**config.mk**
```make
export PLATFORM = sky130hd
export DESIGN_NAME = mrc_queue
export DESIGN_NICKNAME = d
export VERILOG_FILES = /design/src/rtl/core/mrc_pkg.sv /design/src/rtl/core/mrc_queue.sv
export SDC_FILE = /design/constraint.sdc
export NUM_CORES = 1
export LEC_CHECK = 0
export BUFFER_PORTS_ARGS = -buffer_cell sky130_fd_sc_hd__buf_2
export CORE_MARGIN = 3
export CORE_UTILIZATION = 50
export CTS_CLUSTER_DIAMETER = 60
export DETAILED_ROUTE_END_ITERATION = 8
export GPL_TIMING_DRIVEN = 1
export PLACE_DENSITY = 0.76
export SKIP_CTS_REPAIR_TIMING = 1
export SLEW_MARGIN = 15
export SYNTH_ARGS = -nofsm -noshare
export SYNTH_HDL_FRONTEND = slang
export SYNTH_SLANG_ARGS = --single-unit
```
**constraint.sdc**
```tcl
create_clock -name clk -period 2.2 [get_ports clk]
set_input_delay 0.33 -clock clk [delete_from_list [all_inputs] [get_ports clk]]
set_output_delay 0.33 -clock clk [all_outputs]
set_load 0.01 [all_outputs]
```
**src/rtl/core/mrc_pkg.sv**
```systemverilog
`timescale 1ns / 1ps
// ----------------------------------------------------------------------------
// mrc_pkg
// shared constants, widths and state type of the masked residual correlation
// ----------------------------------------------------------------------------
package mrc_pkg;

	localparam int DEF_SITE_COUNT_BITS = 20;
	localparam int DEF_FRAC_BITS       = 16;
	localparam int QUEUE_DEPTH         = 2;
	localparam int CORR_BITS           = 16;

	localparam logic CFG_MEAN_A = 1'b0;
	localparam logic CFG_MEAN_B = 1'b1;

	typedef enum logic [2:0] {
		ST_IDLE,
		ST_MUL,
		ST_DIV,
		ST_SQRT,
		ST_DONE
	} back_state_t;

	// width of the square accumulators
	function automatic int sq_bits(int frac_bits, int site_count_bits);
		int raw;
		raw = 2 * (frac_bits + 3) - 1 + site_count_bits;
		return (raw > 62) ? 62 : raw;
	endfunction

endpackage

```
**src/rtl/core/mrc_queue.sv**
```systemverilog
`timescale 1ns / 1ps
// ----------------------------------------------------------------------------
// mrc_queue
// short queue of finished sums between front and back
// ----------------------------------------------------------------------------
module mrc_queue #(
	parameter int WIDTH = 8
) (
	input  logic             clk,
	input  logic             arst_n,
	input  logic             push,
	input  logic [WIDTH-1:0] din,
	input  logic             pop,
	output logic [WIDTH-1:0] dout,
	output logic             nonempty,
	output logic [$clog2(mrc_pkg::QUEUE_DEPTH+1)-1:0] free
);
	localparam int DEPTH = mrc_pkg::QUEUE_DEPTH;
	localparam int AB    = (DEPTH > 1) ? $clog2(DEPTH) : 1;
	localparam int FB    = $clog2(DEPTH + 1);

	logic [WIDTH-1:0] mem [DEPTH];
	logic [AB-1:0]    wr_q, rd_q;
	logic [FB-1:0]    count_q;

	always_ff @(posedge clk) begin
		if (push) begin
			mem[wr_q] <= din;
		end
	end

	always_ff @(posedge clk or negedge arst_n) begin
		if (!arst_n) begin
			wr_q    <= '0;
			rd_q    <= '0;
			count_q <= '0;
		end else begin
			if (push) begin
				wr_q <= (wr_q == AB'(DEPTH - 1)) ? '0 : wr_q + 1'b1;
			end
			if (pop) begin
				rd_q <= (rd_q == AB'(DEPTH - 1)) ? '0 : rd_q + 1'b1;
			end
			if (push && !pop) begin
				count_q <= count_q + 1'b1;
			end else if (pop && !push) begin
				count_q <= count_q - 1'b1;
			end
		end
	end

	assign dout     = mem[rd_q];
	assign nonempty = (count_q != '0);
	assign free     = FB'(DEPTH) - count_q;

endmodule

```
Word level (Yosys, flattened, before mapping)

Memory sizes are Yosys's and may differ from the RTL's.
Cells that the tools add are included.

Add/sub/neg operators: 5
Muxes and demuxes: 6
Reduce and logical (&&, ||, !) cells: 6

Operator list:

| operator                                         | count |
|---|---|
| 2-to-1 mux 1 bit                                 | 4 |
| 2-to-1 mux 2 bit                                 | 2 |
| nonzero test 2 bit                               | 2 |
| adder 1 bit, second input constant               | 2 |
| adder 2 x 1 -> 2 bit, second input constant      | 1 |
| logical AND 1 bit                                | 2 |
| zero test 1 bit                                  | 2 |
| subtractor 2 x 1 -> 2 bit, second input constant | 1 |
| subtractor 2 bit, first input constant           | 1 |

Bits in registers: 4
RAM bits: 16
Input port bits: 12
Output and inout bits: 11
Word-level logic and storage cells: 21
Memories: 1

Memory list:

| memory | words | width | read ports | clocked after Yosys merged registers in | wr ports | line            | RTL |
|---|---|---|---|---|---|---|---|
| mem    | 2     | 8     | 1          | 0                                       | 1        | mrc_queue.sv:22 | `logic [WIDTH-1:0] mem [DEPTH];` |

Depth between registers and ports, before layout

Word-level depth: 4
Mapped depth: 5
Mapped depth without buffers: 5

Worst setup path after synthesis

Ideal clock, no wire load.

Kind: flip-flop to flip-flop
From: register wr_q
To: memory mem[0][0] (enable)
Setup time: 373 ps
Arrival: 789 ps
Required time: 1827 ps
Slack: 1038 ps
Cell stages (with the launch flop): 2
Buffers on the path: 0
Clock period less this slack: 1162 ps
Cell sequence: dfrtp_1 > nor2b_1

RTL lines:

| item                     | line            | RTL |
|---|---|---|
| start: declaration       | mrc_queue.sv:23 | `logic [AB-1:0] wr_q, rd_q;` |
| start signal: assignment | mrc_queue.sv:39 | `wr_q <= (wr_q == AB'(DEPTH - 1)) ? '0 : wr_q + 1'b1;` |
| end: declaration         | mrc_queue.sv:22 |  |

Straight into the memory's write port.

Worst setup path after layout

From: register rd_q
To: output port dout[2]

Word-level cells in the longest chain between the ends: 1

Ends and longest elaborated chain:

| item                     | line            | RTL |
|---|---|---|
| start: declaration       | mrc_queue.sv:23 |  |
| start signal: assignment | mrc_queue.sv:42 | `rd_q <= (rd_q == AB'(DEPTH - 1)) ? '0 : rd_q + 1'b1;` |
| memory (2 x 8 bit)       | --              |  |
| end: declaration         | mrc_queue.sv:14 | `output logic [WIDTH-1:0] dout,` |

No other way between the ends.

==> results.tsv <==
stage	metric	value	unit
routing	iteration count of the initial detailed-routing pass	3	
critical_path	worst-path maximum fanout	9	
run	reported max-cap violation count	0	
clock_network	Clock Sink Count	20	
final_layout	area occupied by multi-input gates	175	um2
routing	overall routed net length	1110	um
synthesis	number of standard cells after synthesis	45	
floorplanning	top-level I/O count	23	
routing	Iteration-0 DRC Markers	6	
floorplanning	Chip Height	45.8	um
clock_network	CTS root buf	clkbuf_4	
power	net load switching power	345	uW
final_layout	most common library cell in the layout ignoring fill and taps	buf_2	
sta	period utilisation layout	78.1	%
power	worst supply voltage drop on vdd	0.846	mV
sta	max frequency	0.582	GHz
final_layout	top library cells by usage in the layout, fill and taps aside	buf_2, edfxtp_1, mux2_2	
routing	Wirelength per Cell	13.0	um
critical_path	Worst setup EP type	output pin	
final_layout	area used by sequential logic in the layout	581	um2
place	Port-buffer cells	22	
final_layout	area growth from synthesis to layout	21.8	%
synthesis	portion of the post-synthesis area used by sequential elements	73.2	%
critical_path	startpoint-to-endpoint class of the critical path	flop to output pin	
critical_path	delay contributed by the slowest stage of the critical path	0.58	ns
final_layout	count of filler cells inserted in the layout	107	
critical_path	Worst Setup Start Kind	flop	
critical_path	data required time at the worst endpoint	1.87	ns
clock_network	number of buffers added by the clock tree synthesis step	3	
synthesis	Synth warnings	0	
global_routing	vias in the first global route	390	
power	part of the total power dissipated in the clock network	23.6	%
clock_network	number of buffers between clock root and the deepest sink	2	
sta	worst hold slack	0.218	ns
global_routing	largest net degree at the start of global routing	13	
power	fraction of power spent switching nets	28.1	%
synthesis	post-synthesis cell area	793	um2
floorplanning	starting utilization of the core area	56.7	%
clock_network	CTS tree	built	
global_routing	leftover overflow at the end of global routing	0	
synthesis	synthesized area per cell	17.6	um2
clock_network	count of H-tree levels built during CTS	1	
global_routing	first-pass GRT wire length	1700	um
power	combinational share of power	29.4	%
final_layout	number of antenna cells inserted	0	
power	part of the total power dissipated in sequential elements	47.0	%
place	routability congestion estimate from global placement	0.702	
sta	Relative slew margins	53.4	%
floorplanning	total die area	2100	um2
critical_path	gate family responsible for the most delay along the worst path	flip-flops	
power	static leakage power	0.410	nW
synthesis	net count after synthesis	59	
floorplanning	Floorplan Core Area	1400	um2
sta	count of final setup violators	0	
synthesis	post-synthesis sequential element count	20	
sta	final hold violation count	0	
critical_path	data arrival time of the worst path	1.39	ns
clock_network	clock transition at the registers of the reported paths	0.11	ns
critical_path	slack of the worst reg-to-reg path	0.86	ns
routing	vias per inst	4.80	
global_routing	overall global routing resource usage	11.8	%
global_routing	antenna violations before repair	0	
synthesis	Yosys cell types	12	
sta	Sum Neg Setup Slack	0	ns
critical_path	cell-by-cell trace of the critical path	mux2_2 > buf_2	
sta	number of max-slew violations in the final report	0	
routing	remaining number of nets flagged by the antenna check after routing	0	
floorplanning	die width	45.8	um
place	placed wire-length estimate	828	um
sta	transition time at the pin with the least slew margin	0.697	ns
sta	RSZ-0062 raised after global routing	false	
power	internal power contribution	884	uW
routing	drt drc	0	
power	power per unit of standard cell area	1270	nW/um2
min_path	class of the worst hold path	input port to flop	
critical_path	cell at the slowest stage of the critical path	dfrtp_1	
sta	min cycle time layout	1.72	ns
power	total power of the final layout	1.23	mW
run_status	outcome	completed	
clock_network	clock latency on the worst-skew pair	0.29	ns
routing	number of vias in the routed layout	408	
final_layout	Net count, final	85	
critical_path	buffer and inverter count on the worst path	1	
final_layout	fraction of layout cells with a size suffix above 1	48.6	%
floorplanning	Placement Rows	13	
sta	setup clock skew after layout	0.00578	ns
==> power by group through the flow <==
stage | registers [mW] | logic [mW] | clock network [mW]
after floorplan | 0.551 | 0.292 | 0
final | 0.578 | 0.362 | 0.290
after global placement | 0.587 | 0.361 | 0
after detailed placement | 0.590 | 0.366 | 0
after CTS | 0.580 | 0.368 | 0.295
after global routing | 0.592 | 0.402 | 0.312
==> synth_stat cells <==
library cell	n	area share, %
xnor2_1	2	2.2
nor2_1	1	0.47
edfxtp_1	16	61
buf_4	1	0.95
nor2b_1	1	0.79
mux2_2	8	11
dfrtp_1	4	13
buf_6	1	1.4
and2_1	1	0.79
inv_1	5	2.4
ha_1	2	3.2
xor2_1	3	3.3
==> logic make-up (layout without fill, tap and decap cells) <==
group,count (synthesis),after routing,synth area share (%)
flops,20,20,73.2
mux,8,8,11.4
xor+xnor,5,5,5.52
buf+inv,7,32,4.73
simple gates,3,3,2.05
fa+ha+maj,2,2,3.15
==> stage by stage <==
step / instance area, um2 / utilization [%] / setup WS, ns / cells
after CTS: 956 / 68.3 / 0.461 / 84
after detailed placement: 903 / 64.6 / 0.789 / 80
after global routing: 966 / 69.1 / 0.403 / 85
after global placement: 903 / 64.6 / 0.796 / 80
after floorplan: 793 / - / 1.04 / 45
final: 966 / 69.1 / 0.483 / 85
==> worst paths after layout <==
| check | start | endpoint | depth (start not counted) |
|---|---|---|---|
| min in group asynchronous | arst_n | wr_q | 2 |
| setup reg to reg | wr_q | mem[0][3] | 1 |
| max in group asynchronous | arst_n | count_q[0] | 2 |
| setup / recovery | rd_q | dout[2] | 2 |
| hold reg to reg | wr_q | wr_q | 1 |
| hold / removal | din[7] | mem[1][7] | 1 |
==> routing by layer <==
metal	share of wire, %	vias up	global-route usage, %
li1	-	205	-
met1	42	192	14.1
met2	52	11	19.8
met3	5.7	0	3.56
met4	0	0	5.11
met5	0	-	0
==> state kept, by name, summed over array words and instances, names as in the netlist <==
signal	flops
wr_q	1
count_q	2
mem	16
rd_q	1
==> layout make-up <==
cell class / instances / area share, %
clock buffers: 3 / 2.33
clock inverters: 1 / 3.11
inverters: 5 / 1.94
multi-input cells: 18 / 18.1
flip-flops and latches: 20 / 60.1
well taps: 15 / 1.94
repair buffers: 23 / 12.4
Note: power is estimated with default switching activity, not from simulation.
