### src/rtl/core/mrc_pkg.sv
`timescale 1ns / 1ps
// ----------------------------------------------------------------------------
// mrc_pkg
// shared constants, widths and state type of the masked residual correlation
// ----------------------------------------------------------------------------
package mrc_pkg;

	localparam int DEF_SITE_COUNT_BITS = 20;
	localparam int DEF_FRAC_BITS       = 16;
	localparam int QUEUE_DEPTH         = 2;
	localparam int CORR_BITS           = 16;

	localparam logic CFG_MEAN_A = 1'b0;
	localparam logic CFG_MEAN_B = 1'b1;

	typedef enum logic [2:0] {
		ST_IDLE,
		ST_MUL,
		ST_DIV,
		ST_SQRT,
		ST_DONE
	} back_state_t;

	// width of the square accumulators
	function automatic int sq_bits(int frac_bits, int site_count_bits);
		int raw;
		raw = 2 * (frac_bits + 3) - 1 + site_count_bits;
		return (raw > 62) ? 62 : raw;
	endfunction

endpackage

### src/rtl/core/mrc_if.sv
`timescale 1ns / 1ps
// ----------------------------------------------------------------------------
// mrc_if
// site and result channels, valid/ready handshake
// ----------------------------------------------------------------------------
interface mrc_in_if #(
	parameter int RES_BITS = mrc_pkg::DEF_FRAC_BITS + 2
);
	logic                       valid;
	logic                       ready;
	logic signed [RES_BITS-1:0] resid_a;
	logic signed [RES_BITS-1:0] resid_b;
	logic                       keep_a;
	logic                       keep_b;
	logic                       last_site;

	modport source (output valid, resid_a, resid_b, keep_a, keep_b, last_site, input ready);
	modport sink (input valid, resid_a, resid_b, keep_a, keep_b, last_site, output ready);
endinterface


### src/rtl/core/mrc_front.sv
`timescale 1ns / 1ps
// ----------------------------------------------------------------------------
// mrc_front
// takes site items, subtracts means, accumulates cross and square sums
// ----------------------------------------------------------------------------
module mrc_front #(
	parameter int SITE_COUNT_BITS = mrc_pkg::DEF_SITE_COUNT_BITS,
	parameter int FRAC_BITS       = mrc_pkg::DEF_FRAC_BITS
) (
	input  logic clk,
	input  logic arst_n,
	mrc_in_if.sink sites,
	input  logic                   cfg_we,
	input  logic                   cfg_index,
	input  logic [FRAC_BITS+1:0]   cfg_data,
	input  logic [$clog2(mrc_pkg::QUEUE_DEPTH+1)-1:0] free,
	output logic                   push,
	output logic [mrc_pkg::sq_bits(FRAC_BITS, SITE_COUNT_BITS):0]   sum_cross,
	output logic [mrc_pkg::sq_bits(FRAC_BITS, SITE_COUNT_BITS)-1:0] sum_sq_a,
	output logic [mrc_pkg::sq_bits(FRAC_BITS, SITE_COUNT_BITS)-1:0] sum_sq_b
);
	localparam int RB = FRAC_BITS + 2;
	localparam int SQ = mrc_pkg::sq_bits(FRAC_BITS, SITE_COUNT_BITS);
	localparam int CB = SQ + 1;
	localparam int PB = 2 * (RB + 1);
	localparam int FB = $clog2(mrc_pkg::QUEUE_DEPTH + 1);

	logic [RB-1:0]          mean_a_q, mean_b_q;
	logic signed [RB:0]     da, db;
	logic signed [PB-1:0]   pc, pa, pb;
	logic                   keep, accept;
	logic                   valid_s1, last_s1;
	logic [PB-1:0]          prod_c_s1, prod_a_s1, prod_b_s1;
	logic [CB-1:0]          sum_c_q;
	logic [SQ-1:0]          sum_a_q, sum_b_q;
	logic [CB:0]            c_ext;
	logic [SQ:0]            a_ext, b_ext;

	always_ff @(posedge clk or negedge arst_n) begin
		if (!arst_n) begin
			mean_a_q <= '0;
			mean_b_q <= '0;
		end else if (cfg_we) begin
			unique case (cfg_index)
				mrc_pkg::CFG_MEAN_A: mean_a_q <= cfg_data;
				mrc_pkg::CFG_MEAN_B: mean_b_q <= cfg_data;
				default: ;
			endcase
		end
	end

	assign sites.ready = (free > FB'(valid_s1 & last_s1));
	assign accept      = sites.valid & sites.ready;
	assign keep        = sites.keep_a & sites.keep_b;

	assign da = {sites.resid_a[RB-1], sites.resid_a} - $signed({mean_a_q[RB-1], mean_a_q});
	assign db = {sites.resid_b[RB-1], sites.resid_b} - $signed({mean_b_q[RB-1], mean_b_q});
	assign pc = da * db;
	assign pa = da * da;
	assign pb = db * db;

	// stage 1: gated products
	always_ff @(posedge clk or negedge arst_n) begin
		if (!arst_n) begin
			valid_s1 <= 1'b0;
		end else begin
			valid_s1 <= accept;
		end
	end

	always_ff @(posedge clk) begin
		if (accept) begin
			last_s1   <= sites.last_site;
			prod_c_s1 <= keep ? pc : '0;
			prod_a_s1 <= keep ? pa : '0;
			prod_b_s1 <= keep ? pb : '0;
		end
	end

	// stage 2: saturating accumulation
	assign c_ext = {sum_c_q[CB-1], sum_c_q} + {{(CB+1-PB){prod_c_s1[PB-1]}}, prod_c_s1};
	assign a_ext = {1'b0, sum_a_q} + {{(SQ+1-PB){1'b0}}, prod_a_s1};
	assign b_ext = {1'b0, sum_b_q} + {{(SQ+1-PB){1'b0}}, prod_b_s1};

	always_comb begin
		if (c_ext[CB] != c_ext[CB-1]) begin
			sum_cross = c_ext[CB] ? {1'b1, {(CB-1){1'b0}}} : {1'b0, {(CB-1){1'b1}}};
		end else begin
			sum_cross = c_ext[CB-1:0];
		end
		sum_sq_a = a_ext[SQ] ? '1 : a_ext[SQ-1:0];
		sum_sq_b = b_ext[SQ] ? '1 : b_ext[SQ-1:0];
	end

	assign push = valid_s1 & last_s1;

	always_ff @(posedge clk or negedge arst_n) begin
		if (!arst_n) begin
			sum_c_q <= '0;
			sum_a_q <= '0;
			sum_b_q <= '0;
		end else if (push) begin
			sum_c_q <= '0;
			sum_a_q <= '0;
			sum_b_q <= '0;
		end else if (valid_s1) begin
			sum_c_q <= sum_cross;
			sum_a_q <= sum_sq_a;
			sum_b_q <= sum_sq_b;
		end
	end

endmodule

### src/flat_wrapper.sv
// flat-port wrapper written by rule: the top's interface ports become plain ports
module mrc_front_flat 
#(
	parameter int SITE_COUNT_BITS = mrc_pkg::DEF_SITE_COUNT_BITS,
	parameter int FRAC_BITS       = mrc_pkg::DEF_FRAC_BITS
)
  (clk, arst_n, cfg_we, cfg_index, cfg_data, free, push, sum_cross, sum_sq_a, sum_sq_b, sites_valid, sites_resid_a, sites_resid_b, sites_keep_a, sites_keep_b, sites_last_site, sites_ready);
  mrc_in_if sites_i ();
  input  logic clk;
  input  logic arst_n;
  input  logic cfg_we;
  input  logic cfg_index;
  input  logic [FRAC_BITS+1:0] cfg_data;
  input  logic [$clog2(mrc_pkg::QUEUE_DEPTH+1)-1:0] free;
  output logic push;
  output logic [mrc_pkg::sq_bits(FRAC_BITS, SITE_COUNT_BITS):0] sum_cross;
  output logic [mrc_pkg::sq_bits(FRAC_BITS, SITE_COUNT_BITS)-1:0] sum_sq_a;
  output logic [mrc_pkg::sq_bits(FRAC_BITS, SITE_COUNT_BITS)-1:0] sum_sq_b;
  input wire logic [$bits(sites_i.valid)-1:0] sites_valid;
  input wire logic [$bits(sites_i.resid_a)-1:0] sites_resid_a;
  input wire logic [$bits(sites_i.resid_b)-1:0] sites_resid_b;
  input wire logic [$bits(sites_i.keep_a)-1:0] sites_keep_a;
  input wire logic [$bits(sites_i.keep_b)-1:0] sites_keep_b;
  input wire logic [$bits(sites_i.last_site)-1:0] sites_last_site;
  output wire logic [$bits(sites_i.ready)-1:0] sites_ready;
  assign sites_i.valid = sites_valid;
  assign sites_i.resid_a = sites_resid_a;
  assign sites_i.resid_b = sites_resid_b;
  assign sites_i.keep_a = sites_keep_a;
  assign sites_i.keep_b = sites_keep_b;
  assign sites_i.last_site = sites_last_site;
  assign sites_ready = sites_i.ready;
  mrc_front #(.SITE_COUNT_BITS(SITE_COUNT_BITS), .FRAC_BITS(FRAC_BITS)) u_core (.clk(clk), .arst_n(arst_n), .sites(sites_i), .cfg_we(cfg_we), .cfg_index(cfg_index), .cfg_data(cfg_data), .free(free), .push(push), .sum_cross(sum_cross), .sum_sq_a(sum_sq_a), .sum_sq_b(sum_sq_b));
endmodule
### config.mk
export PLATFORM = sky130hd
export DESIGN_NAME = mrc_front_flat
export DESIGN_NICKNAME = d
export VERILOG_FILES = /design/src/rtl/core/mrc_pkg.sv /design/src/rtl/core/mrc_if.sv /design/src/rtl/core/mrc_front.sv /design/src/flat_wrapper.sv
export SDC_FILE = /design/constraint.sdc
export NUM_CORES = 2
export LEC_CHECK = 0
export BUFFER_PORTS_ARGS = -buffer_cell sky130_fd_sc_hd__buf_2
export CORE_ASPECT_RATIO = 1.1
export CORE_MARGIN = 1
export CORE_UTILIZATION = 35
export CTS_BUF_LIST = sky130_fd_sc_hd__clkbuf_4
export DETAILED_ROUTE_END_ITERATION = 10
export PLACE_DENSITY_LB_ADDON = 0.25
export SLEW_MARGIN = 5
export SYNTH_ARGS = -nofsm -noshare
export SYNTH_HDL_FRONTEND = slang
export SYNTH_SLANG_ARGS = --single-unit
### constraint.sdc
create_clock -name clk -period 8.68 [get_ports clk]
set_input_delay 1.302 -clock clk [delete_from_list [all_inputs] [get_ports clk]]
set_output_delay 1.302 -clock clk [all_outputs]
set_load 0.005 [all_outputs]
Word level (Yosys, flattened, before mapping)
Index checks and enable logic that the tools add are counted.
- flip-flop bits (word level): 324
- bits in latches: 0
- memory bits (writable): 0
- bits in read-only memories: 0
- bits of input ports: 64
- output and inout bits: 174
- memories kept: 0
- add/subtract/negate cells: 5
- $mul: 3
- divide/modulo/power cells: 0
- $lt $le $gt $ge: 1
- equality and inequality tests: 1
- shift operators: 0
- muxes and demuxes: 10
- bitwise logic cells: 5
- reductions and logical operators: 3
- operators with widths (cell ; number):
    two-way mux 57 bit ; 6
    two-way mux 58 bit ; 4
    adder 57 x 38 -> 58 bit ; 2
    multiplier 19 x 19 -> 38 bit ; 3
    adder 58 x 38 -> 59 bit ; 1
    subtractor 18 x 18 -> 19 bit ; 2
    AND 1 bit ; 4
    AND reduction 2 bit ; 2
    greater-than comparator 2 bit ; 1
    nonzero test 2 bit ; 1
    != test 1 bit ; 1
    NOT 1 bit ; 1

Longest topological paths before layout
- depth in word-level cells: 5
- depth in mapped cells: 41
- depth with buffers taken out: 40

Least setup slack after synthesis
No wires, ideal clock.
- path type: input -> register
- start point: in sites_resid_b[0]
- end point: reg u_core.prod_c_s1[36], data pin
- data arrival time: 10.005 ns
- data required time: 8.414 ns
- slack: -1.591 ns
- stages on the path: 40
- buffers on the path: 2
- path through: inv_1 > ha_1 > inv_1 > fa_1 > a21o_1 > a21oi_1 > o21bai_1 > a31o_2 > a221o_1 > a21oi_1 > nor2_1 > nor2_1 > xnor2_1 > clkbuf_1 > clkbuf_1 > nand2_1 > fa_1 > inv_1 > [... 4 more ...] > fa_1 > fa_1 > inv_1 > fa_1 > fa_1 > inv_1 > ha_1 > and3_1 > and2_1 > nand3_1 > o21ai_0 > nand4_1 > a311oi_1 > nor2_1 > a211o_1 > o21ai_0 > xnor2_1 > nor2_1
- longest elaborated chain between the ends: 2
- ends and longest elaborated chain (item ; line ; text):
    start, declared ; flat_wrapper.sv:21 ; input wire logic [$bits(sites_i.resid_b)-1:0] sites_resid_b;
    subtractor 18 x 18 -> 19 bit ; mrc_front.sv:57 ; assign db = {sites.resid_b[RB-1], sites.resid_b} - $signed({mean_b_q[RB-1], mean_b_q});
    multiplier 19 x 19 -> 38 bit ; mrc_front.sv:58 ; assign pc = da * db;
    end signal, assigned ; mrc_front.sv:74 ; prod_c_s1 <= keep ? pc : '0;
    end, declared ; mrc_front.sv:33 ; logic [PB-1:0] prod_c_s1, prod_a_s1, prod_b_s1;
Every way passes these cells.
A chain may end at the register's enable or synchronous reset.

Worst setup path in the final report
- start point: in sites_resid_b[0]
- end point: reg u_core.prod_c_s1[27], data pin
Same word-level chain as after synthesis.

==> flow_metrics.tcl <==
set metrics [dict create \
    synth_edf_count 113 \
    placement.io_buffers 237 \
    max-slew-margin-rel_pct 20.4 \
    synth.avg_cell_area_um2 9.12 \
    async_flop_share_pct 64.9 \
    place_congestion 0.927 \
    root_buffer "clkbuf_4" \
    netlist_area_mm2 0.0595 \
    drive_gt1_share_pct 22.3 \
    fin_crit_sh_pct 103 \
    reg2reg_to "u_core.prod_c_s1[27]$_SDFFCE_PN0P_" \
    start_util_pct 35.3 \
    whs_ns 0.207 \
    dp_hpwl_um 152000 \
    synthCells 6522 \
    hp-class "in2async" \
    grt_pass1_vias 51800 \
    ys_ff_latch 322 \
    start_kind "input port" \
    mostFrequentLayoutCells "inv_1 (1294), fa_1 (993), buf_4 (818), nand2_1 (625), nor2_1 (495)" \
    hold_viol_final 0 \
    ios 238 \
    mostFrequentLayoutCell "inv_1" \
    clock.fmax_mhz 112 \
    dieArea_mm2 0.172 \
    cts_hold_buf 0 \
    violations "negative setup slack" \
    grt_max_degree 99 \
    synth_seq_area_share_pct 14.5 \
    r2r_cells 36 \
    ys.flop_type "dfrtp_1" \
    reg2reg_from "u_core.mean_b_q[0]$_DFFE_PN0P_" \
    setup_violations 11 \
    dr_total_vias 48600 \
    die_x_um 395 \
    rsz0062_at_grt "yes" \
    vias_per_cell 4.94 \
    criticalPathCategory "in2reg" \
    crit_path_end_kind "flop" \
    synthToLayoutAreaGrowth_pct 23.0 \
    slowest_delay_ns 0.59 \
    wl_per_cell_um 18.6 \
    htreeDepth 3 \
    drc 0 \
    grt_first_pass_wirelength_um 289000 \
    outcome "complete, but fails checks" \
    layout.nets 9144 \
    cpMostUsedCell "fa_1" \
    fin_util_pct 43.4 \
    yosysWarningCount 0 \
    cts_tree "done" \
    fp-row-count 158 \
    synth.distinct_cells 94 \
    final_max_slew_viol_count 0 \
    cap_violations 0 \
    critPathRequiredTime_ns 9.50 \
    fin_worst_skew_ns 0.128 \
    drtIter0Drc 2613 \
    cts_made_buffers 97 \
    ant_nets 0 \
    drt_wl_total_um 183000 \
    r2r_setup_slack_ns -0.19 \
    cp.arrival_ns 9.77 \
    core_area_mm2 0.169 \
    worst_slack_ns -0.268 \
    synth_nets 8148 \
    grt_use_total_pct 21.6 \
    path_max_fanout 3 \
    grt_overflow_total 0 \
    fp.dieH_um 434 \
    min_period_ns 8.95 \
    cts_sinks 322 \
    worst_pin_slew_ns 1.19 \
    grt_antenna_before_repair 26 \
    drt-pass1-iter-count 6 \
    slowest_stage "fa_1" \
    clockBufferDepth 3 \
    insertion_delay_ns 1.11 \
    path_clk_slew_ns 0.07 \
]
## cells in the mapped netlist, types with 33 or more instances
cell type     n  share of area (%)
nand2_1     651                4.1
ha_1        532                 11
and3_1       77               0.81
o21ai_0     162                1.4
nand4_1      33               0.35
nand2b_1     68               0.72
edfxtp_1    113                5.7
nand3_1      76               0.64
nor2b_1      36               0.38
fa_1       1030                 35
o21a_1       33               0.42
clkbuf_1    199                1.3
nor3_1       66               0.56
nor2_1      535                3.4
a22o_1      103                1.5
xor2_1      108                1.6
a31oi_1      48               0.50
xnor2_1     184                2.7
a21o_1      181                2.3
and2_1       60               0.63
a21oi_1     265                2.2
inv_1      1321                8.3
o21bai_1     39               0.49
dfrtp_1     209                8.8
## worst max path at each step
stage	startpoint	to	slack, ns	depth (start not counted)
global route	u_core.mean_b_q[0]$_DFFE_PN0P_	u_core.prod_c_s1[34]$_SDFFCE_PN0P_	-0.50	36
floorplan	sites_resid_b[0]	u_core.prod_c_s1[34]$_SDFFCE_PN0P_	-0.94	37
detailed placement	sites_resid_b[0]	u_core.prod_b_s1[36]$_SDFFCE_PN0P_	-1.43	38
global placement	sites_resid_b[0]	u_core.prod_b_s1[36]$_SDFFCE_PN0P_	-1.37	38
finish	sites_resid_b[0]	u_core.prod_c_s1[27]$_SDFFCE_PN0P_	-0.27	38
CTS	u_core.mean_b_q[0]$_DFFE_PN0P_	u_core.prod_c_s1[27]$_SDFFCE_PN0P_	-0.10	36
## sequential cells by signal, indices dropped and copies added (netlist names)
signal and flops:
u_core.prod_a_s1 37, u_core.prod_b_s1 37, u_core.mean_a_q 18, u_core.valid_s1 1, u_core.sum_a_q 57, u_core.sum_b_q 57
u_core.mean_b_q 18, u_core.last_s1 1, u_core.prod_c_s1 38, u_core.sum_c_q 58
## repair_timing
action	CTS	global route
gates resized for setup	80	223
gates cloned	1	1
setup endpoints to repair	33	53
setup buffers	28	62
pin swaps	43	151
## routing by layer
| layer | track usage (%) | share of wire, % |
|---|---|---|
| met3 | 3.84 | 5.8 |
| met4 | 6.57 | 3.1 |
| met2 | 35.2 | 46 |
| met1 | 29.1 | 45 |
| met5 | 0 | 0.14 |
## final cells by class
class,instances,area [um^2]
timing repair buffer,1137,8640
sequential,322,8630
tap,2240,2800
multi-input combinational,4623,46800
fill,16600,95400
clock inverter,42,244
clock buffer,136,1020
inverter,1337,5080
antenna,9,22.5
## metrics by stage
stage	setup TNS, ns	cells	instance area (um^2)	setup slack (ns)
finish	-1.15	9846	73200	-0.268
global route	-8.37	9846	73200	-0.498
detailed placement	-71.94	9577	69900	-1.43
CTS	-0.329	9783	71800	-0.104
global placement	-66.46	9577	69900	-1.37
floorplan	-16.48	6522	60300	-0.939
## cell families (layout without fill, tap and decap cells)
logic type | after synthesis | in the layout | share of synthesized area (%)
AOI/OAI and AO/OA | 1046 | 1046 | 11.9
other | 0 | 9 | 0
and+or+nand+nor | 1691 | 1691 | 12.7
buffers and inverters | 1577 | 2652 | 10.1
DFF | 322 | 322 | 14.5
xor gates and xnor gates | 292 | 292 | 4.30
muxes | 32 | 32 | 0.587
adders and majority gates | 1562 | 1562 | 45.9
## worst max-delay path, delay by kind of cell
family / cells / cell delay [ns]
buffers and inverters: 8 / 0.66
AOI/OAI and AO/OA: 14 / 2.87
xor gates and xnor gates: 2 / 0.43
adders and majority gates: 10 / 4.20
and+or+nand+nor: 4 / 0.28
Power is not shown: default switching activity piles up to over one toggle a cycle in this logic, so the estimate is an artifact.
