### src/rtl/core/mrc_pkg.sv
`timescale 1ns / 1ps
// ----------------------------------------------------------------------------
// mrc_pkg
// shared constants, widths and state type of the masked residual correlation
// ----------------------------------------------------------------------------
package mrc_pkg;

	localparam int DEF_SITE_COUNT_BITS = 20;
	localparam int DEF_FRAC_BITS       = 16;
	localparam int QUEUE_DEPTH         = 2;
	localparam int CORR_BITS           = 16;

	localparam logic CFG_MEAN_A = 1'b0;
	localparam logic CFG_MEAN_B = 1'b1;

	typedef enum logic [2:0] {
		ST_IDLE,
		ST_MUL,
		ST_DIV,
		ST_SQRT,
		ST_DONE
	} back_state_t;

	// width of the square accumulators
	function automatic int sq_bits(int frac_bits, int site_count_bits);
		int raw;
		raw = 2 * (frac_bits + 3) - 1 + site_count_bits;
		return (raw > 62) ? 62 : raw;
	endfunction

endpackage

### src/rtl/core/mrc_if.sv


interface mrc_out_if;
	logic                                  valid;
	logic                                  ready;
	logic signed [mrc_pkg::CORR_BITS-1:0] correlation;
	logic                                  undefined;

	modport source (output valid, correlation, undefined, input ready);
	modport sink (input valid, correlation, undefined, output ready);
endinterface

### src/rtl/core/mrc_back.sv
`timescale 1ns / 1ps
// ----------------------------------------------------------------------------
// mrc_back
// turns a pair's sums into a Q1.15 correlation: multiply, divide, square root
// ----------------------------------------------------------------------------
module mrc_back #(
	parameter int SITE_COUNT_BITS = mrc_pkg::DEF_SITE_COUNT_BITS,
	parameter int FRAC_BITS       = mrc_pkg::DEF_FRAC_BITS
) (
	input  logic clk,
	input  logic arst_n,
	input  logic nonempty,
	input  logic [mrc_pkg::sq_bits(FRAC_BITS, SITE_COUNT_BITS):0]   sum_cross,
	input  logic [mrc_pkg::sq_bits(FRAC_BITS, SITE_COUNT_BITS)-1:0] sum_sq_a,
	input  logic [mrc_pkg::sq_bits(FRAC_BITS, SITE_COUNT_BITS)-1:0] sum_sq_b,
	output logic pop,
	mrc_out_if.source results
);
	localparam int SQ    = mrc_pkg::sq_bits(FRAC_BITS, SITE_COUNT_BITS);
	localparam int CB    = SQ + 1;
	localparam int PW    = 2 * SQ;
	localparam int MW    = 2 * CB;
	localparam int QF    = mrc_pkg::CORR_BITS - 1;
	localparam int SHIFT = 2 * QF;
	localparam int W     = MW + SHIFT;
	localparam int DSTEP = SHIFT + 1;
	localparam int CNTB  = $clog2(CB + 1);

	mrc_pkg::back_state_t state_q, state_d;

	logic [PW-1:0]   acc_p_q, mcand_p_q;
	logic [SQ-1:0]   mplr_p_q;
	logic [MW-1:0]   acc_m_q, mcand_m_q;
	logic [CB-1:0]   mplr_m_q;
	logic [W-1:0]    rem_q, dv_q;
	logic [DSTEP-1:0] d_q;
	logic [QF-1:0]   root_q, bit_q, trial;
	logic [SHIFT-1:0] trial_sq, root_sq;
	logic [CNTB-1:0] cnt_q;
	logic [CB-1:0]   mag;
	logic            neg_q, undef_q, ge;

	always_ff @(posedge clk or negedge arst_n) begin
		if (!arst_n) begin
			state_q <= mrc_pkg::ST_IDLE;
		end else begin
			state_q <= state_d;
		end
	end

	always_comb begin
		state_d = state_q;
		pop     = 1'b0;
		unique case (state_q)
			mrc_pkg::ST_IDLE: begin
				if (nonempty) begin
					pop     = 1'b1;
					state_d = (sum_sq_a == '0 || sum_sq_b == '0) ? mrc_pkg::ST_DONE
					                                            : mrc_pkg::ST_MUL;
				end
			end
			mrc_pkg::ST_MUL:  if (cnt_q == '0) state_d = mrc_pkg::ST_DIV;
			mrc_pkg::ST_DIV:  if (cnt_q == '0) state_d = mrc_pkg::ST_SQRT;
			mrc_pkg::ST_SQRT: if (bit_q == '0) state_d = mrc_pkg::ST_DONE;
			mrc_pkg::ST_DONE: if (results.ready) state_d = mrc_pkg::ST_IDLE;
			default: state_d = mrc_pkg::ST_IDLE;
		endcase
	end

	assign mag      = sum_cross[CB-1] ? (~sum_cross + 1'b1) : sum_cross;
	assign ge       = (rem_q >= dv_q);
	assign trial    = root_q | bit_q;
	assign trial_sq = trial * trial;
	assign root_sq  = root_q * root_q;

	always_ff @(posedge clk) begin
		unique case (state_q)
			mrc_pkg::ST_IDLE: begin
				neg_q     <= sum_cross[CB-1];
				undef_q   <= (sum_sq_a == '0 || sum_sq_b == '0);
				acc_p_q   <= '0;
				mcand_p_q <= {{(PW-SQ){1'b0}}, sum_sq_a};
				mplr_p_q  <= sum_sq_b;
				acc_m_q   <= '0;
				mcand_m_q <= {{(MW-CB){1'b0}}, mag};
				mplr_m_q  <= mag;
				cnt_q     <= CNTB'(CB);
			end
			mrc_pkg::ST_MUL: begin
				if (cnt_q == '0) begin
					rem_q <= {acc_m_q, {SHIFT{1'b0}}};
					dv_q  <= {{(MW-PW){1'b0}}, acc_p_q, {SHIFT{1'b0}}};
					cnt_q <= CNTB'(DSTEP);
				end else begin
					if (mplr_p_q[0]) acc_p_q <= acc_p_q + mcand_p_q;
					if (mplr_m_q[0]) acc_m_q <= acc_m_q + mcand_m_q;
					mcand_p_q <= mcand_p_q << 1;
					mcand_m_q <= mcand_m_q << 1;
					mplr_p_q  <= mplr_p_q >> 1;
					mplr_m_q  <= mplr_m_q >> 1;
					cnt_q     <= cnt_q - 1'b1;
				end
			end
			mrc_pkg::ST_DIV: begin
				if (cnt_q == '0) begin
					root_q <= '0;
					bit_q  <= {1'b1, {(QF-1){1'b0}}};
				end else begin
					if (ge) rem_q <= rem_q - dv_q;
					d_q   <= {d_q[DSTEP-2:0], ge};
					dv_q  <= dv_q >> 1;
					cnt_q <= cnt_q - 1'b1;
				end
			end
			mrc_pkg::ST_SQRT: begin
				if (bit_q != '0) begin
					if (trial_sq <= d_q[SHIFT-1:0]) root_q <= trial;
					bit_q <= bit_q >> 1;
				end
			end
			mrc_pkg::ST_DONE: ;
			default: ;
		endcase
	end

	// zero if undefined, saturated once the quotient reaches one, else root
	always_comb begin
		if (undef_q) begin
			results.correlation = '0;
		end else if (d_q[DSTEP-1]) begin
			results.correlation = neg_q ? {1'b1, {QF{1'b0}}} : {1'b0, {QF{1'b1}}};
		end else begin
			results.correlation = neg_q ? (16'(0) - {1'b0, root_q}) : {1'b0, root_q};
		end
	end

	assign results.valid     = (state_q == mrc_pkg::ST_DONE);
	assign results.undefined = undef_q;

	a_undef_zero: assert property (@(posedge clk) disable iff (!arst_n)
		results.valid && results.undefined |-> results.correlation == '0)
		else $error("undefined item with non-zero correlation");

	a_pop_idle: assert property (@(posedge clk) disable iff (!arst_n)
		pop |-> state_q == mrc_pkg::ST_IDLE && nonempty)
		else $error("queue popped while busy");

	a_root_fits: assert property (@(posedge clk) disable iff (!arst_n)
		(state_q == mrc_pkg::ST_DONE && !undef_q && !d_q[DSTEP-1])
		|-> root_sq <= d_q[SHIFT-1:0])
		else $error("square root too large");

	a_mul_to_div: assert property (@(posedge clk) disable iff (!arst_n)
		state_q == mrc_pkg::ST_DIV && $past(state_q) == mrc_pkg::ST_MUL
		|-> cnt_q == CNTB'(DSTEP))
		else $error("division step count not loaded");

endmodule

### src/flat_wrapper.sv
// flat-port wrapper written by rule: the top's interface ports become plain ports
module mrc_back_flat 
#(
	parameter int SITE_COUNT_BITS = mrc_pkg::DEF_SITE_COUNT_BITS,
	parameter int FRAC_BITS       = mrc_pkg::DEF_FRAC_BITS
)
  (clk, arst_n, nonempty, sum_cross, sum_sq_a, sum_sq_b, pop, results_valid, results_correlation, results_undefined, results_ready);
  mrc_out_if results_i ();
  input  logic clk;
  input  logic arst_n;
  input  logic nonempty;
  input  logic [mrc_pkg::sq_bits(FRAC_BITS, SITE_COUNT_BITS):0] sum_cross;
  input  logic [mrc_pkg::sq_bits(FRAC_BITS, SITE_COUNT_BITS)-1:0] sum_sq_a;
  input  logic [mrc_pkg::sq_bits(FRAC_BITS, SITE_COUNT_BITS)-1:0] sum_sq_b;
  output logic pop;
  output wire logic [$bits(results_i.valid)-1:0] results_valid;
  output wire logic [$bits(results_i.correlation)-1:0] results_correlation;
  output wire logic [$bits(results_i.undefined)-1:0] results_undefined;
  input wire logic [$bits(results_i.ready)-1:0] results_ready;
  assign results_valid = results_i.valid;
  assign results_correlation = results_i.correlation;
  assign results_undefined = results_i.undefined;
  assign results_i.ready = results_ready;
  mrc_back #(.SITE_COUNT_BITS(SITE_COUNT_BITS), .FRAC_BITS(FRAC_BITS)) u_core (.clk(clk), .arst_n(arst_n), .nonempty(nonempty), .sum_cross(sum_cross), .sum_sq_a(sum_sq_a), .sum_sq_b(sum_sq_b), .pop(pop), .results(results_i));
endmodule
### config.mk
export PLATFORM = sky130hd
export DESIGN_NAME = mrc_back_flat
export DESIGN_NICKNAME = d
export VERILOG_FILES = /design/src/rtl/core/mrc_pkg.sv /design/src/rtl/core/mrc_if.sv /design/src/rtl/core/mrc_back.sv /design/src/flat_wrapper.sv
export SDC_FILE = /design/constraint.sdc
export NUM_CORES = 2
export LEC_CHECK = 0
export ABC_AREA = 1
export BUFFER_PORTS_ARGS = -buffer_cell sky130_fd_sc_hd__buf_4
export CORE_MARGIN = 2
export CORE_UTILIZATION = 35
export DETAILED_ROUTE_END_ITERATION = 12
export PLACE_DENSITY = 0.54
export RECOVER_POWER = 100
export SYNTH_ARGS = -nofsm -noshare
export SYNTH_HDL_FRONTEND = slang
export SYNTH_SLANG_ARGS = --single-unit
### constraint.sdc
create_clock -name clk -period 27.2 [get_ports clk]
set_input_delay 1.36 -clock clk [delete_from_list [all_inputs] [get_ports clk]]
set_output_delay 1.36 -clock clk [all_outputs]
set_load 0.005 [all_outputs]
# Yosys cells after proc, flatten, opt, wreduce, memory -nomap -nowiden
# Index checks and enable logic that the tools add are counted.
[classes] shifts=0 eq_ne=16 addsub=6 n_bitwise=3 mux=45 n_div=0 order_cmp=2 n_reduce_logical=21 mul=1
[op_table] op="$mux W146" n=5
[op_table] op="$pmux W146 S2" n=2
[op_table] op="$pmux W116 S2" n=2
[op_table] op="$pmux W114 S2" n=2
[op_table] op="$mux W116" n=3
[op_table] op="$mux W114" n=3
[op_table] op="$ge A146 B146 Y1" n=1
[op_table] op="$sub A146 B146 Y146" n=1
[op_table] op="$add A116 B116 Y116" n=1
[op_table] op="$mux W58" n=2
[op_table] op="$pmux W58 S2" n=1
[op_table] op="$add A114 B114 Y114" n=1
[op_table] op="$logic_not A57 Y1" n=2
[op_table] op="$pmux W57 S2" n=1
[op_table] op="$mux W15" n=5
[op_table] op="$mux W16" n=4
[op_table] op="$pmux W15 S2" n=2
[op_table] op="$add A58 B1 Y58 const B" n=1
[op_table] op="$not A58 Y58" n=1
[op_table] op="$mux W57" n=1
[op_table] op="$le A30 B30 Y1" n=1
[op_table] op="$mul A15 B15 Y30" n=1
[op_table] op="$mux W3" n=6
[op_table] op="$ne A2 B1 Y1 const B" n=9
[op_table] op="23 further kinds" n=36
[word_totals] word_cells=109 output_inout_bits=19 mem_bits_ro=0 mem_bits_rw=0 input_bits=176 register_bits=939 latch_bits=0 n_memories=0

# Logic depth before layout (Yosys ltp)
[logic_depth] depth_word=6 mapped_depth=34 ltp_nobuf=33

# Worst setup path after synthesis
# No wires, ideal clock.
[synth_timing] path_kind="register -> register" from="register u_core.state_q[2]" to="register u_core.mcand_m_q[0], enable pin" slack_ns=0.492 synth_period_minus_slack_ns=26.708 t_required_ns=25.671 setup_ns=1.529 n_path_buf=2 t_arrival_ns=25.179 stages_incl_launch_ff=6 cell_sequence="dfrtp_1 nor3_2 inv_2 clkbuf_1 buf_2 o21ai_0"
[synth_between] elab_chain_cells=3 elab_cells_between_ends=5 classes_between="eq/ne (2); reduce/logical (3)"
[synth_lines] element="from (decl)" line_no="mrc_back.sv:29" rtl="mrc_pkg::back_state_t state_q, state_d;"
[synth_lines] element="from (signal assigned)" line_no="mrc_back.sv:45" rtl="state_q <= mrc_pkg::ST_IDLE;"
[synth_lines] element="from (signal assigned)" line_no="mrc_back.sv:47" rtl="state_q <= state_d;"
[synth_lines] element="$eq A3 B1 Y1 / $logic_not A3 Y1 (equally long branches)" line_no="mrc_back.sv:77" rtl="unique case (state_q)"
[synth_lines] element="$ne A2 B2 Y1 (no source line) / $reduce_bool A2 Y1 (equally long branches)"
[synth_lines] element="$reduce_and A2 Y1 (no source line) (*)"
[synth_lines] element="to (signal assigned)" line_no="mrc_back.sv:85" rtl="mcand_m_q <= {{(MW-CB){1'b0}}, mag};"
[synth_lines] element="to (signal assigned)" line_no="mrc_back.sv:98" rtl="mcand_m_q <= mcand_m_q << 1;"
[synth_lines] element="to (decl)" line_no="mrc_back.sv:33" rtl="logic [MW-1:0] acc_m_q, mcand_m_q;"
# Mark *: on every way between the ends. The rest lies on a longest branch, timed or not.
# A chain may end at the register's enable or synchronous reset.

# Worst setup path in the final report
[layout_timing] from="register u_core.state_q[2]" to="register u_core.mcand_m_q[8], enable pin"
# The elaborated chain is that of the path after synthesis.

==> metrics <==
status=finished with violations; failing checks=max-capacitance violations, max-slew violations; Clock Power Share=0.172; CP Launch Type=flop; Fin. Hold Viols=0; Hold-fix buffers, CTS=0; fill cell count=24698; Post-synth EDFFs=934; switching power share of the total=0.511; area leader, netlist=edfxtp_1; Die H=482 µm; Resized Gates After CTS=0; Max-Cap Viols=34; initial antenna violation count=35; fin. max-slew vios=2176; Comb pwr share=0.522; Placer Congestion=1.11; cell mode on critical path=clkbuf_1; CP Class=reg -> reg; initial core utilization=0.352; unrepaired setup endpoints after global routing=no; top_reg_cell synth=edfxtp_1; Power Density=103 nW/µm²; IO Pins=195; cell area after synthesis=80100 µm²; Setup TNS=0 ns; crit path max fanout=107; Internal=0.00447 W; routed via count=78626; post-DP HPWL=317000 µm; period utilisation layout=0.581; CTS tree=yes; CP delay by family, top=buffers and inverters; num rows=175; Clock Tree Buf Depth=3; Seq pwr share=0.306; Synth top area share=0.350; Vias/cell=5.20; worst path cell trace=nor3_4 > clkbuf_1 > clkinvlp_2 > o21ai_0 > clkbuf_1 > clkbuf_1 > clkbuf_1; Pwr Total=0.00914 W; most common cell after layout, fill and taps aside=nand2_1; vias in the first global route=77439; Setup WS post-layout=11.39 ns; GRT Total Usage=0.317; Finished Layout Cells=15106; post-CTS setup repair buffer count=0; most frequent cells in the layout=nand2_1, inv_1, nor2_1, edfxtp_1, a21oi_1; setup violators final=0; Final Critical Period=15.81 ns; cells after synthesis=11782; clock-pin slew on the worst setup and hold paths=0.06 ns; DRT antenna net count=0; fin nets=12785; DRC viols=0; VDD IR-drop max=0.0701 mV; Cell variety after synth=54; grt ovf=0; synth top area cells=edfxtp_1, nand2_1, inv_1; register area share after synthesis=0.351; area post-placement=85100 µm²; clk sinks=937; CP bufs+invs=5; Leak=41.3 nW; Async S/R FF share, synth=0.00320; clk root buf=clkbuf_16; Synth Net Count=12591; DP Cell Count=14868; fin area=88600 µm²; DR iter-0 viols=6858; Least-Margin Pin Slew=7.22 ns; CP required=27.54 ns; fmax=0.0633 GHz; slowest CP cell=clkbuf_1; die extent in x=482 µm; Synth Area per Inst=6.79 µm²; worst skew pair latency=0.85 ns; DR pass1 iterations=8; I/O Buffers=194; pin count of the biggest net entering global routing=127; pre-CTS WS=18.85 ns; P&R area growth vs syn=10.7%; Total Wirelength=376000 µm; TritonCTS buffer count=115; H-tree level count=3; Core Area=227000 µm²; CP endpoint kind=flop; DR WL/cell=24.9 µm; HP Class=in -> async; global-route wire length before repair=532000 µm; Psw=0.00467 W; Crit path arrival time=16.15 ns; die footprint=233000 µm²; Slew headroom=-3.81; Critical Path Max Stage Delay=4.88 ns; Final Skew=0.0981 ns; FF+latch count, synth=937; YS warnings=0; layout cell share with drive strength beyond 1=0.0395
-- state kept, by name, summed over array words and instances, names as in the netlist --
signal,count
u_core.mplr_p_q,57
u_core.results.undefined,1
u_core.dv_q,144
u_core.acc_m_q,116
u_core.state_q,3
u_core.bit_q,15
u_core.rem_q,146
u_core.mcand_p_q,114
u_core.d_q,31
u_core.mcand_m_q,116
u_core.root_q,15
u_core.mplr_m_q,58
u_core.acc_p_q,114
u_core.cnt_q,6
u_core.neg_q,1
-- stage by stage --
step,hold WS (ns),utilization
finish,0.351,0.390
CTS,0.268,0.390
global route,0.331,0.389
detailed placement,0.434,0.374
global placement,0.434,0.374
floorplan,0.426,-
-- cell usage after synthesis, types with 57 or more instances --
| cell type | n |
|---|---|
| a21oi_1 | 885 |
| clkbuf_1 | 139 |
| edfxtp_1 | 934 |
| fa_1 | 141 |
| ha_1 | 492 |
| inv_1 | 2185 |
| nand2_1 | 3585 |
| nand3_1 | 392 |
| nor2_1 | 1615 |
| nor3_1 | 111 |
| nor4_1 | 57 |
| o21ai_0 | 712 |
| xnor2_1 | 68 |
-- logic make-up (layout without fill, tap and decap cells) --
kind of cell / after synthesis / after routing / share of synthesized area
compound gates: 1802 / 1802 / 0.118
xor+xnor: 102 / 102 / 0.0112
fa+ha+maj: 633 / 633 / 0.112
buf+inv: 2363 / 2649 / 0.111
flops: 937 / 937 / 0.351
other cells: 0 / 29 / 0
simple gates: 5945 / 5945 / 0.297
-- area by class of cell --
cell class | count | area (µm²) | area share
clock buffer | 143 | 2980 | 0.0337
multi-input combinational | 8482 | 43100 | 0.486
antenna | 29 | 72.6 | 0.000819
clock inverter | 66 | 722 | 0.00815
sequential | 937 | 28100 | 0.317
inverter | 2196 | 8250 | 0.0930
timing repair buffer | 244 | 1650 | 0.0186
tap | 3009 | 3760 | 0.0425
-- power by group through the flow --
stage | Sequential, W | Combinational, W | Clock [W]
finish | 0.00279 | 0.00477 | 0.00157
global route | 0.00283 | 0.00517 | 0.00165
CTS | 0.00274 | 0.00466 | 0.00160
detailed placement | 0.00276 | 0.00464 | 0
global placement | 0.00276 | 0.00462 | 0
floorplan | 0.00278 | 0.00277 | 0
-- routing by layer --
layer  share of wire  track usage
met5         0.00022            0
met4           0.072        0.191
met3           0.052       0.0364
met2            0.46        0.529
met1            0.41        0.393
-- worst paths after layout --
kind	cells after the start	slack, ns	start	endpoint
worst max-delay path	7	11.39	u_core.state_q[2]	u_core.mcand_m_q[8]
max in group asynchronous	1	26.68	arst_n	u_core.state_q[1]
worst max register to register	7	11.39	u_core.state_q[2]	u_core.mcand_m_q[8]
worst min register to register	0	0.45	u_core.d_q[28]	u_core.d_q[29]
min in group clk	0	0.45	u_core.d_q[28]	u_core.d_q[29]
worst min-delay path	1	0.35	arst_n	u_core.state_q[2]
Power figures use the tool's default switching activity.
